File: src/rtl/epid_pkg.sv
// Package with shared types and constants for the ECG peak interval detector.
`timescale 1ns / 1ps

package epid_pkg;

    // Field widths fixed by the item format.
    localparam int SAMPLE_BITS = 16;
    localparam int TIME_BITS   = 32;
    localparam int COUNT_BITS  = 20;
    localparam int SUM_BITS    = 48;
    localparam int MEAN_BITS   = 32;

    // Divider sizing: one quotient bit per step over the whole sum.
    localparam int DIV_STEPS     = SUM_BITS;
    localparam int DIV_STEP_BITS = $clog2(DIV_STEPS);
    localparam int REM_BITS      = COUNT_BITS + 1;

    localparam logic [COUNT_BITS-1:0] COUNT_MAX = {COUNT_BITS{1'b1}};
    localparam logic [SUM_BITS-1:0]   SUM_MAX   = {SUM_BITS{1'b1}};
    localparam logic [MEAN_BITS-1:0]  MEAN_MAX  = {MEAN_BITS{1'b1}};

    // One input transaction.
    typedef struct packed {
        logic signed [SAMPLE_BITS-1:0] sample_value;
        logic [TIME_BITS-1:0]          sample_time;
        logic                          record_end;
    } epid_in_t;

    // One result transaction.
    typedef struct packed {
        logic                  peak_found;
        logic [TIME_BITS-1:0]  peak_time;
        logic [COUNT_BITS-1:0] peak_total;
        logic [MEAN_BITS-1:0]  mean_interval;
        logic                  record_done;
    } epid_out_t;

    // Commands from the controller to the datapath.
    typedef struct packed {
        logic take;        // process the accepted input transaction
        logic publish;     // mark the result register valid now
        logic div_step;    // run one divider step
        logic div_finish;  // write the mean and mark the result valid
    } epid_cmd_t;

    // Status from the datapath to the controller.
    typedef struct packed {
        logic out_busy;    // result register holds a transaction not taken this cycle
        logic need_div;    // current input ends a record with two or more peaks
        logic div_last;    // divider is on its final step
    } epid_stat_t;

endpackage

File: src/rtl/epid_ctrl.sv
// Controller state machine for the ECG peak interval detector.
`timescale 1ns / 1ps

module epid_ctrl (
    input  logic                clk,
    input  logic                rst_n,
    input  logic                in_valid,
    output logic                in_stall,
    input  epid_pkg::epid_stat_t stat,
    output epid_pkg::epid_cmd_t  cmd
);

    localparam logic ST_RUN = 1'b0;
    localparam logic ST_DIV = 1'b1;

    logic state_reg;
    logic state_next;
    logic accept;

    // Inputs are taken only while running and when the result register frees up.
    assign in_stall = (state_reg != ST_RUN) || stat.out_busy;
    assign accept   = in_valid && !in_stall;

    // Next state and command decode.
    always_comb
    begin
        state_next     = state_reg;
        cmd.take       = 1'b0;
        cmd.publish    = 1'b0;
        cmd.div_step   = 1'b0;
        cmd.div_finish = 1'b0;
        unique case (state_reg)
            ST_RUN:
            begin
                if (accept)
                begin
                    cmd.take = 1'b1;
                    if (stat.need_div)
                    begin
                        state_next = ST_DIV;
                    end
                    else
                    begin
                        cmd.publish = 1'b1;
                    end
                end
            end
            ST_DIV:
            begin
                cmd.div_step = 1'b1;
                if (stat.div_last)
                begin
                    cmd.div_finish = 1'b1;
                    state_next     = ST_RUN;
                end
            end
            default:
            begin
                state_next = ST_RUN;
            end
        endcase
    end

    // State register.
    always_ff @(posedge clk or negedge rst_n)
    begin
        if (!rst_n)
        begin
            state_reg <= ST_RUN;
        end
        else
        begin
            state_reg <= state_next;
        end
    end

endmodule

File: src/rtl/epid_datapath.sv
// Datapath: sample window, peak test, count and sum, divider and result register.
`timescale 1ns / 1ps

module epid_datapath (
    input  logic                                  clk,
    input  logic                                  rst_n,
    input  logic                                  cfg_wr_en,
    input  logic signed [epid_pkg::SAMPLE_BITS-1:0] cfg_wr_data,
    input  epid_pkg::epid_in_t                    in_data,
    output logic                                  out_valid,
    input  logic                                  out_stall,
    output epid_pkg::epid_out_t                   out_data,
    input  epid_pkg::epid_cmd_t                   cmd,
    output epid_pkg::epid_stat_t                  stat
);

    localparam int SB = epid_pkg::SAMPLE_BITS;
    localparam int TB = epid_pkg::TIME_BITS;
    localparam int CB = epid_pkg::COUNT_BITS;
    localparam int WB = epid_pkg::SUM_BITS;
    localparam int MB = epid_pkg::MEAN_BITS;
    localparam int RB = epid_pkg::REM_BITS;
    localparam int KB = epid_pkg::DIV_STEP_BITS;

    // Configuration and record state.
    logic signed [SB-1:0] thr_reg;
    logic signed [SB-1:0] older_reg;
    logic signed [SB-1:0] middle_reg;
    logic [TB-1:0]        mid_time_reg;
    logic [1:0]           seen_reg;
    logic [CB-1:0]        count_reg;
    logic [TB-1:0]        last_time_reg;
    logic [WB-1:0]        sum_reg;

    // Divider registers.
    logic [WB-1:0] quot_reg;
    logic [RB-1:0] rem_reg;
    logic [CB-1:0] dvsr_reg;
    logic [KB-1:0] step_reg;

    // Result register.
    logic                out_valid_reg;
    epid_pkg::epid_out_t out_reg;

    // Peak test and accumulator updates.
    logic          is_peak;
    logic [TB-1:0] gap;
    logic [WB:0]   sum_add;
    logic [WB-1:0] sum_next;
    logic [CB-1:0] count_next;
    logic [CB-1:0] count_inc;

    // Divider step.
    logic [RB-1:0] rem_shift;
    logic          q_bit;
    logic [RB-1:0] rem_next;
    logic [WB-1:0] quot_next;
    logic [MB-1:0] mean_sat;

    // Judge the middle sample against its neighbors and the threshold.
    always_comb
    begin
        is_peak = (seen_reg == 2'd2) && (middle_reg > thr_reg) &&
                  (middle_reg > older_reg) && (middle_reg > in_data.sample_value);
        gap       = mid_time_reg - last_time_reg;
        sum_add   = {1'b0, sum_reg} + {{(WB + 1 - TB){1'b0}}, gap};
        count_inc = (count_reg == epid_pkg::COUNT_MAX) ? count_reg : count_reg + CB'(1);
        sum_next   = sum_reg;
        count_next = count_reg;
        if (is_peak)
        begin
            count_next = count_inc;
            if (count_reg != '0)
            begin
                sum_next = sum_add[WB] ? epid_pkg::SUM_MAX : sum_add[WB-1:0];
            end
        end
    end

    // One restoring division step per cycle, most significant bit first.
    always_comb
    begin
        rem_shift = {rem_reg[RB-2:0], quot_reg[WB-1]};
        q_bit     = rem_shift >= {1'b0, dvsr_reg};
        rem_next  = q_bit ? (rem_shift - {1'b0, dvsr_reg}) : rem_shift;
        quot_next = {quot_reg[WB-2:0], q_bit};
        mean_sat  = (quot_next[WB-1:MB] != '0) ? epid_pkg::MEAN_MAX : quot_next[MB-1:0];
    end

    // Status back to the controller.
    assign stat.out_busy = out_valid_reg && out_stall;
    assign stat.need_div = in_data.record_end && (count_next >= CB'(2));
    assign stat.div_last = (step_reg == KB'(epid_pkg::DIV_STEPS - 1));

    // Threshold register.
    always_ff @(posedge clk or negedge rst_n)
    begin
        if (!rst_n)
        begin
            thr_reg <= '0;
        end
        else if (cfg_wr_en)
        begin
            thr_reg <= cfg_wr_data;
        end
    end

    // Record state: shift the window, update totals, clear at record end.
    always_ff @(posedge clk or negedge rst_n)
    begin
        if (!rst_n)
        begin
            older_reg     <= '0;
            middle_reg    <= '0;
            mid_time_reg  <= '0;
            seen_reg      <= '0;
            count_reg     <= '0;
            last_time_reg <= '0;
            sum_reg       <= '0;
        end
        else if (cmd.take)
        begin
            if (in_data.record_end)
            begin
                older_reg     <= '0;
                middle_reg    <= '0;
                mid_time_reg  <= '0;
                seen_reg      <= '0;
                count_reg     <= '0;
                last_time_reg <= '0;
                sum_reg       <= '0;
            end
            else
            begin
                older_reg    <= middle_reg;
                middle_reg   <= in_data.sample_value;
                mid_time_reg <= in_data.sample_time;
                if (seen_reg != 2'd2)
                begin
                    seen_reg <= seen_reg + 2'd1;
                end
                count_reg <= count_next;
                sum_reg   <= sum_next;
                if (is_peak)
                begin
                    last_time_reg <= mid_time_reg;
                end
            end
        end
    end

    // Divider: load on every accepted input, then step after a record end that needs a mean.
    always_ff @(posedge clk)
    begin
        if (cmd.take)
        begin
            quot_reg <= sum_next;
            rem_reg  <= '0;
            dvsr_reg <= count_next - CB'(1);
            step_reg <= '0;
        end
        else if (cmd.div_step)
        begin
            quot_reg <= quot_next;
            rem_reg  <= rem_next;
            step_reg <= step_reg + KB'(1);
        end
    end

    // Result valid flag.
    always_ff @(posedge clk or negedge rst_n)
    begin
        if (!rst_n)
        begin
            out_valid_reg <= 1'b0;
        end
        else if (cmd.publish || cmd.div_finish)
        begin
            out_valid_reg <= 1'b1;
        end
        else if (!out_stall)
        begin
            out_valid_reg <= 1'b0;
        end
    end

    // Result payload.
    always_ff @(posedge clk)
    begin
        if (cmd.take)
        begin
            out_reg.peak_found    <= is_peak;
            out_reg.peak_time     <= is_peak ? mid_time_reg : '0;
            out_reg.peak_total    <= count_next;
            out_reg.mean_interval <= '0;
            out_reg.record_done   <= in_data.record_end;
        end
        else if (cmd.div_finish)
        begin
            out_reg.mean_interval <= mean_sat;
        end
    end

    assign out_valid = out_valid_reg;
    assign out_data  = out_reg;

endmodule

File: src/rtl/ecg_peak_interval_detector.sv
// Top level of the ECG peak interval detector.
`timescale 1ns / 1ps

// Usage:
// Samples of one record enter on in_data with in_valid; a transaction is taken at
// a clock edge where in_valid is high and in_stall is low. Each input yields one
// result on out_data, judging the sample before it as a possible peak; the result
// is taken at an edge where out_valid is high and out_stall is low.
// A result appears in the cycle after its input is taken. A record end with two
// or more peaks runs a restoring divider for the mean interval, one quotient bit
// per cycle: that result follows the last divider step, and in_stall stays
// high meanwhile. Other inputs are taken one per cycle while out_stall is low.
// While the receiver stalls, the result waits in the output register and
// in_stall rises, so no transaction is lost. The threshold is written with
// cfg_wr_en and cfg_wr_data while the block is idle.
// Reset clears the threshold, the record state and the output valid flag.
// After a record end the record state clears and the threshold is kept.

module ecg_peak_interval_detector (
    input  logic                                  clk,
    input  logic                                  rst_n,
    input  logic                                  cfg_wr_en,
    input  logic signed [epid_pkg::SAMPLE_BITS-1:0] cfg_wr_data,
    input  logic                                  in_valid,
    output logic                                  in_stall,
    input  epid_pkg::epid_in_t                    in_data,
    output logic                                  out_valid,
    input  logic                                  out_stall,
    output epid_pkg::epid_out_t                   out_data
);

    epid_pkg::epid_cmd_t  cmd;
    epid_pkg::epid_stat_t stat;

    // Sequencing of accepts and the divider.
    epid_ctrl u_ctrl (
        .clk      (clk),
        .rst_n    (rst_n),
        .in_valid (in_valid),
        .in_stall (in_stall),
        .stat     (stat),
        .cmd      (cmd)
    );

    // Peak detection, accumulation and result storage.
    epid_datapath u_datapath (
        .clk         (clk),
        .rst_n       (rst_n),
        .cfg_wr_en   (cfg_wr_en),
        .cfg_wr_data (cfg_wr_data),
        .in_data     (in_data),
        .out_valid   (out_valid),
        .out_stall   (out_stall),
        .out_data    (out_data),
        .cmd         (cmd),
        .stat        (stat)
    );

endmodule
File: config.mk
export PLATFORM = sky130hd
export DESIGN_NAME = ecg_peak_interval_detector
export DESIGN_NICKNAME = d
export VERILOG_FILES = /design/src/rtl/epid_pkg.sv /design/src/rtl/epid_ctrl.sv /design/src/rtl/epid_datapath.sv /design/src/rtl/ecg_peak_interval_detector.sv
export SDC_FILE = /design/constraint.sdc
export NUM_CORES = 1
export LEC_CHECK = 0
export BUFFER_PORTS_ARGS = -buffer_cell sky130_fd_sc_hd__buf_2
export CORE_MARGIN = 2
export CORE_UTILIZATION = 50
export DETAILED_ROUTE_END_ITERATION = 12
export PLACE_DENSITY = 0.77
export SETUP_SLACK_MARGIN = 0.5
export SLEW_MARGIN = 25
export SYNTH_ARGS = -nofsm -noshare
export SYNTH_HDL_FRONTEND = slang
export SYNTH_SLANG_ARGS = --single-unit
File: constraint.sdc
create_clock -name clk -period 11.9 [get_ports clk]
set_input_delay 3.57 -clock clk [delete_from_list [all_inputs] [get_ports clk]]
set_output_delay 3.57 -clock clk [all_outputs]
set_load 0.005 [all_outputs]
==> impl_metrics.py, run 1 <==
metrics = {
    "power": {
        "pwr-share-clk_pct": 17.7,
        "ir_drop_uv": 136,
        "power_mw": 7.63,
        "power.leakage_nw": 10.7,
        "power.internal_mw": 4.34,
        "combPwrFrac_pct": 54.7,
        "p_switching_mw": 3.29,
        "p_per_area_mw_per_mm2": 324,
        "power_frac_seq_pct": 27.6,
        "p_sw_share_pct": 43.1,
    },
    "clocking": {
        "hold_buffers": 0,
        "cts_tree": "done",
        "clock-root-buffer": "clkbuf_16",
        "cts_resized": 0,
        "cts.sinks": 364,
        "cts_setup_buffers": 0,
        "cts_buffer_depth": 3,
        "worst_setup_hold_path_clk_slew_ns": 0.06,
        "numCtsBuffers": 41,
        "insertion_delay_ns": 0.57,
        "h-tree-depth": 2,
    },
    "layout": {
        "layout-drive-gt1-share_pct": 13.9,
        "fin_cells": 2858,
        "area_delta_synth_final_pct": 12.9,
        "nNetsFinal": 2505,
        "largest_reg_flops": 86,
        "final_area_sq_mm": 0.0236,
        "antennaDiodeCount": 0,
    },
    "worst_hold_path": {
        "min_path_type": "reg2reg",
    },
    "setup_path": {
        "cpPeakStageDelay_ns": 0.27,
        "crit_top_cell": "buf_2",
        "slowest_stage": "a21oi_1",
        "critPathKind": "in2out",
        "path_max_fanout": 2,
        "required_ns": 8.33,
        "critPathArrivalTime_ns": 4.15,
        "end_kind": "primary output",
        "worstSetupStartpointType": "primary input",
        "worstPathCellList": "buf_2, a21oi_1, inv_1, buf_2",
    },
    "synth": {
        "syn-num-nets": 2388,
        "synth_cells": 2176,
        "ys_async_sr_fraction_pct": 50.5,
        "ys_seq_area_share_pct": 45.1,
        "synth_cell_types": 87,
        "ys_ff_latch": 364,
        "avgSynthCellArea_sq_um": 9.60,
        "synth-edff-count": 122,
        "yosysWarnings": 0,
        "synth_area_sq_mm": 0.0209,
        "ys.flop_type": "dfrtp_1",
    },
    "sta": {
        "fmax_mhz": 130,
        "slew_violations": 0,
        "setup_tns_ns": 0,
        "setup_violations": 0,
        "max_slew_margin_pct": 31.3,
        "hold_ws_ns": 0.484,
        "hold_violations": 0,
        "rsz0062_at_grt": "false",
        "worst_slew_pin_slew_ns": 1.03,
        "skew_ns": 0.0206,
        "min_period_ns": 7.72,
        "finalCritPeriodShare_pct": 64.9,
    },
    "drt": {
        "ant_nets": 0,
        "drc_errors": 0,
        "wl_um": 51500,
        "avgRoutedWirePerCell_um": 18.0,
        "first_pass_iters": 6,
        "vias": 16825,
        "viasPerCell": 5.89,
        "first_iter_violations": 1395,
    },
    "floorplan": {
        "fp.dieH_um": 208,
        "fp-row-count": 74,
        "io_pins": 158,
        "core_sq_mm": 0.0410,
        "dieArea_sq_mm": 0.0434,
        "fp.dieW_um": 208,
        "start_util_pct": 50.9,
    },
    "global_routing": {
        "grt-ovfl-total": 0,
        "grt_pass1_wl_um": 85000,
        "grt_antenna_before_repair": 2,
        "grt_pass1_vias": 16537,
        "grt_usage_pct": 23.9,
        "grt_max_degree": 104,
    },
    "placement": {
        "dp_hpwl_um": 36000,
        "io_buffers": 157,
        "postPlaceCellArea_sq_mm": 0.0221,
        "gp_congestion": 0.951,
        "dp_cells": 2782,
    },
    "flow_run": {
        "drv_cap": 0,
    },
    "status": {
        "status": "finished, final reports clean",
    },
}
-- area by class of cell --
cell class / count / area, sq um
Fill cell: 3547 / 17400
Tap cell: 532 / 666
Clock buffer: 55 / 1220
Clock inverter: 21 / 220
Sequential cell: 364 / 9430
Timing Repair Buffer: 174 / 926
Multi-Input combinational cell: 1562 / 10500
Inverter: 150 / 568
-- power groups by stage --
stage | registers (mW) | clock network (mW) | logic, mW
2_1_floorplan | 2.01 | 0 | 3.19
6_report | 2.10 | 1.35 | 4.18
3_5_place_dp | 2.12 | 0 | 4.12
5_1_grt | 2.15 | 1.43 | 4.65
3_3_place_gp | 2.10 | 0 | 3.96
4_1_cts | 2.10 | 1.37 | 4.15
-- per-layer routing --
| layer | routed length [um] | up-vias | track usage (%) |
|---|---|---|---|
| met4 | 1470 | 6 | 8.98 |
| met5 | 41 | - | 0 |
| met2 | 22700 | 552 | 36.7 |
| met3 | 3340 | 103 | 4.11 |
| met1 | 24000 | 8089 | 33.8 |
| li1 | - | 8075 | - |
-- final timing paths --
| check | start | to | slack, ns | cells past startpoint |
|---|---|---|---|---|
| setup / recovery | out_stall | in_stall | 4.18 | 4 |
| hold / removal | u_datapath.rem_reg[8]$_SDFFE_PP0P_ | u_datapath.rem_reg[8]$_SDFFE_PP0P_ | 0.48 | 2 |
| setup reg to reg | u_datapath.mid_time_reg[0]$_DFFE_PN0P_ | u_datapath.quot_reg[42]$_DFFE_PP_ | 4.59 | 24 |
| hold reg to reg | u_datapath.rem_reg[8]$_SDFFE_PP0P_ | u_datapath.rem_reg[8]$_SDFFE_PP0P_ | 0.48 | 2 |
| max in group asynchronous | rst_n | u_datapath.last_time_reg[1]$_DFFE_PN0P_ | 7.10 | 3 |
| min in group asynchronous | rst_n | u_datapath.middle_reg[4]$_DFFE_PN0P_ | 3.02 | 1 |
-- cells in the final DEF (no fill, tap or decap), types with 32 or more instances in the layout --
master	instances
edfxtp_1	122
o21ai_0	172
buf_2	156
dfrtp_1	184
dfxtp_1	58
clkbuf_16	45
nor2_1	112
a21o_1	44
a21oi_1	130
and2_1	39
nand3_1	40
nand2_1	257
o221a_2	32
nand3b_1	50
ha_1	139
inv_1	148
a22o_1	39
xnor2_1	81
nor3_1	35
o31ai_1	34
-- worst max-delay path, delay by kind of cell --
kind	cells	cell delay, ns
buffers and inverters	3	0.31
AOI/OAI and AO/OA	1	0.27
-- cell usage after synthesis (6+ instances only) --
cell / instances / area, sq um
a22o_1: 39 / 342
nor4_1: 9 / 56.3
o21a_1: 18 / 135
nand3b_1: 50 / 375
and2_1: 39 / 244
o21bai_1: 8 / 60.1
nor3_1: 37 / 185
o31ai_1: 34 / 255
o21ai_1: 6 / 30.0
a21oi_1: 130 / 651
a211o_1: 6 / 52.6
inv_1: 150 / 563
and4_1: 7 / 61.3
a21o_1: 44 / 330
edfxtp_1: 122 / 3660
mux2i_1: 27 / 270
or2_2: 6 / 37.5
and3_1: 24 / 150
a211oi_1: 13 / 97.6
nor2b_1: 20 / 125
o221a_2: 32 / 360
dfxtp_1: 58 / 1160
or3_1: 11 / 68.8
nand2b_1: 18 / 113
buf_1: 6 / 22.5
nor2_1: 114 / 428
a31oi_1: 11 / 68.8
o22ai_1: 17 / 106
nand3_1: 40 / 200
dfrtp_1: 184 / 4600
nand4_1: 26 / 163
xor2_1: 28 / 245
o211ai_1: 6 / 45.0
nand2_1: 259 / 972
xnor2_1: 81 / 709
clkbuf_1: 90 / 338
o21ai_0: 173 / 866
ha_1: 139 / 1740
-- metrics by stage --
stage	setup slack [ns]	utilization (%)
2_1_floorplan	4.55	-
3_3_place_gp	4.18	53.9
3_5_place_dp	4.18	53.9
4_1_cts	4.18	57.5
5_1_grt	4.15	57.5
6_report	4.18	57.5
-- kinds of logic after synthesis --
| kind of cell | synth area share, % |
|---|---|
| AND/OR/NAND/NOR | 16.3 |
| AO/OA/AOI/OAI | 18.9 |
| flip-flops | 45.1 |
| buffers and inverters | 4.56 |
| adder cells (fa/ha/maj) | 8.61 |
| XOR/XNOR | 4.88 |
| multiplexers | 1.56 |
Note: power is estimated with default switching activity, not from simulation.
==> inputs of run 2 (changes only) <==
- PLACE_DENSITY: 0.77 -> 0.8
- clock period: 11.9 -> 6.65 ns (I/O delays scaled with it)
==> run 2 against run 1 <==
  * First-iteration DRC count rose by 11%
  * Clock-buffer cell count rose by 9
  * Power rose by 82%
  * Combinational power rose by 86%
  * Die area did not move
  * Clock skew fell by 0.0064 ns
  * Register-to-register slack got worse by 3.8 ns
  * Wire length rose by 3.2%
  * Core utilization rose by 0.53 points
  * Final area rose by 0.92%
  * Non-clock buffer count rose by 23
  * Largest cell class unchanged
==> impl_metrics.py, run 2 (synthesized netlist as in run 1, its figures left out) <==
metrics = {
    "status": {
        "status": "finished, final reports clean",
    },
    "clocking": {
        "worst_setup_hold_path_clk_slew_ns": 0.07,
        "numCtsBuffers": 41,
        "cts_tree": "done",
        "insertion_delay_ns": 0.57,
        "clock-root-buffer": "clkbuf_16",
        "hold_buffers": 0,
        "h-tree-depth": 2,
        "cts.sinks": 364,
        "cts_buffer_depth": 3,
    },
    "floorplan": {
        "fp-row-count": 74,
        "io_pins": 158,
        "fp.dieW_um": 208,
        "fp.dieH_um": 208,
        "start_util_pct": 50.9,
        "dieArea_sq_mm": 0.0434,
        "core_sq_mm": 0.0410,
    },
    "placement": {
        "io_buffers": 157,
        "gp_congestion": 0.912,
        "place_ws_ns": 0.291,
        "dp_hpwl_um": 37300,
        "dp_cells": 2796,
    },
    "global_routing": {
        "grt_pass1_wl_um": 86200,
        "grt_max_degree": 89,
        "grt_usage_pct": 24.3,
        "grt_pass1_vias": 16483,
        "grt_antenna_before_repair": 2,
        "grt-ovfl-total": 0,
    },
    "layout": {
        "fin_cells": 2881,
        "layout-drive-gt1-share_pct": 15.2,
        "largest_reg_flops": 86,
        "final_util_pct": 58.0,
        "final_cell_mix": "nand2_1, dfrtp_1, o21ai_0",
        "nNetsFinal": 2528,
        "final_common_cell": "nand2_1",
        "area_delta_synth_final_pct": 13.9,
    },
    "sta": {
        "setup_violations": 0,
        "slew_violations": 0,
        "skew_ns": 0.0142,
        "fmax_mhz": 172,
        "hold_violations": 0,
        "setup_ws_ns": 0.836,
        "finalCritPeriodShare_pct": 87.4,
        "rsz0062_at_grt": "false",
        "min_period_ns": 5.81,
        "max_slew_margin_pct": 32.0,
        "worst_slew_pin_slew_ns": 1.02,
        "setup_tns_ns": 0,
    },
    "drt": {
        "wl_um": 53200,
        "viasPerCell": 5.92,
        "first_pass_iters": 6,
        "drc_errors": 0,
        "avgRoutedWirePerCell_um": 18.5,
        "first_iter_violations": 1546,
        "ant_nets": 0,
        "vias": 17042,
    },
    "power": {
        "power.leakage_nw": 10.8,
        "ir_drop_uv": 252,
        "power_mw": 13.9,
        "p_per_area_mw_per_mm2": 584,
    },
    "setup_path": {
        "crit_top_cell": "buf_4",
        "required_ns": 7.07,
        "worstSetupStartpointType": "register",
        "end_kind": "register",
        "crit_family": "compound AO/OA/AOI/OAI gates",
        "cp_num_buf_inv": 6,
        "path_max_fanout": 10,
        "cpPeakStageDelay_ns": 0.42,
        "critPathKind": "reg2reg",
        "critPathArrivalTime_ns": 6.23,
        "slowest_stage": "fa_1",
    },
    "worst_hold_path": {
        "min_path_type": "reg2reg",
    },
    "flow_run": {
        "drv_cap": 0,
    },
}
## run 2: metal layers
metal / track usage [%] / share of wire [%] / wire (um) / vias to the layer above
met4: 8.41 / 2.6 / 1370 / 0
li1: - / - / - / 8133
met2: 36.8 / 44 / 23300 / 624
met3: 5.06 / 7.9 / 4220 / 104
met1: 34.7 / 46 / 24300 / 8181
met5: 0 / 0 / 0 / -
## run 2: what timing repair did
action                                  CTS  global route
pin swaps                                 3             8
setup buffers                             1             8
endpoints found under the setup margin   33            93
gates resized for setup                   6            22
## run 2: area by class of cell
cell class                      count  area [sq um]
Clock inverter                     11           119
Timing Repair Buffer              197          1100
Clock buffer                       64          1260
Sequential cell                   364          9430
Tap cell                          532           666
Fill cell                        3459         17200
Inverter                          150           568
Multi-Input combinational cell   1562         10700
Antenna cell                        1          2.50
## run 2: worst paths after layout
kind                                                   startpoint  slack [ns]  cells after the start                                 endpoint
max                        u_datapath.mid_time_reg[0]$_DFFE_PN0P_        0.84                     28       u_datapath.sum_reg[33]$_DFFE_PN0P_
min                           u_datapath.step_reg[1]$_SDFFE_PP0P_        0.48                      2      u_datapath.step_reg[1]$_SDFFE_PP0P_
max reg2reg                u_datapath.mid_time_reg[0]$_DFFE_PN0P_        0.84                     28       u_datapath.sum_reg[33]$_DFFE_PN0P_
min reg2reg                   u_datapath.step_reg[1]$_SDFFE_PP0P_        0.48                      2      u_datapath.step_reg[1]$_SDFFE_PP0P_
max in group asynchronous                                   rst_n        3.79                      2        u_datapath.thr_reg[4]$_DFFE_PN0P_
min in group asynchronous                                   rst_n        1.50                      1  u_datapath.mid_time_reg[30]$_DFFE_PN0P_
## run 2: metrics by stage
stage	area (sq um)	hold WS, ns
2_1_floorplan	20900	0.450
3_3_place_gp	22200	0.464
3_5_place_dp	22200	0.472
4_1_cts	23600	0.482
5_1_grt	23800	0.509
6_report	23800	0.479
## run 2: worst reg2reg max path: cells and delay by family, from the launching register on
kind | cells | cell delay, ns
adders and majority gates | 3 | 0.89
xor gates and xnor gates | 1 | 0.19
DFF | 1 | 0.37
buffers and inverters | 6 | 0.80
AOI/OAI and AO/OA | 12 | 2.42
and+or+nand+nor | 6 | 0.99
## run 2: report_power, final
| part | leakage (nW) | switching, mW | internal, mW |
|---|---|---|---|
| combinational | 5.96 | 4.52 | 3.24 |
| clock | 0.672 | 0.938 | 1.38 |
| sequential | 4.15 | 0.605 | 3.20 |
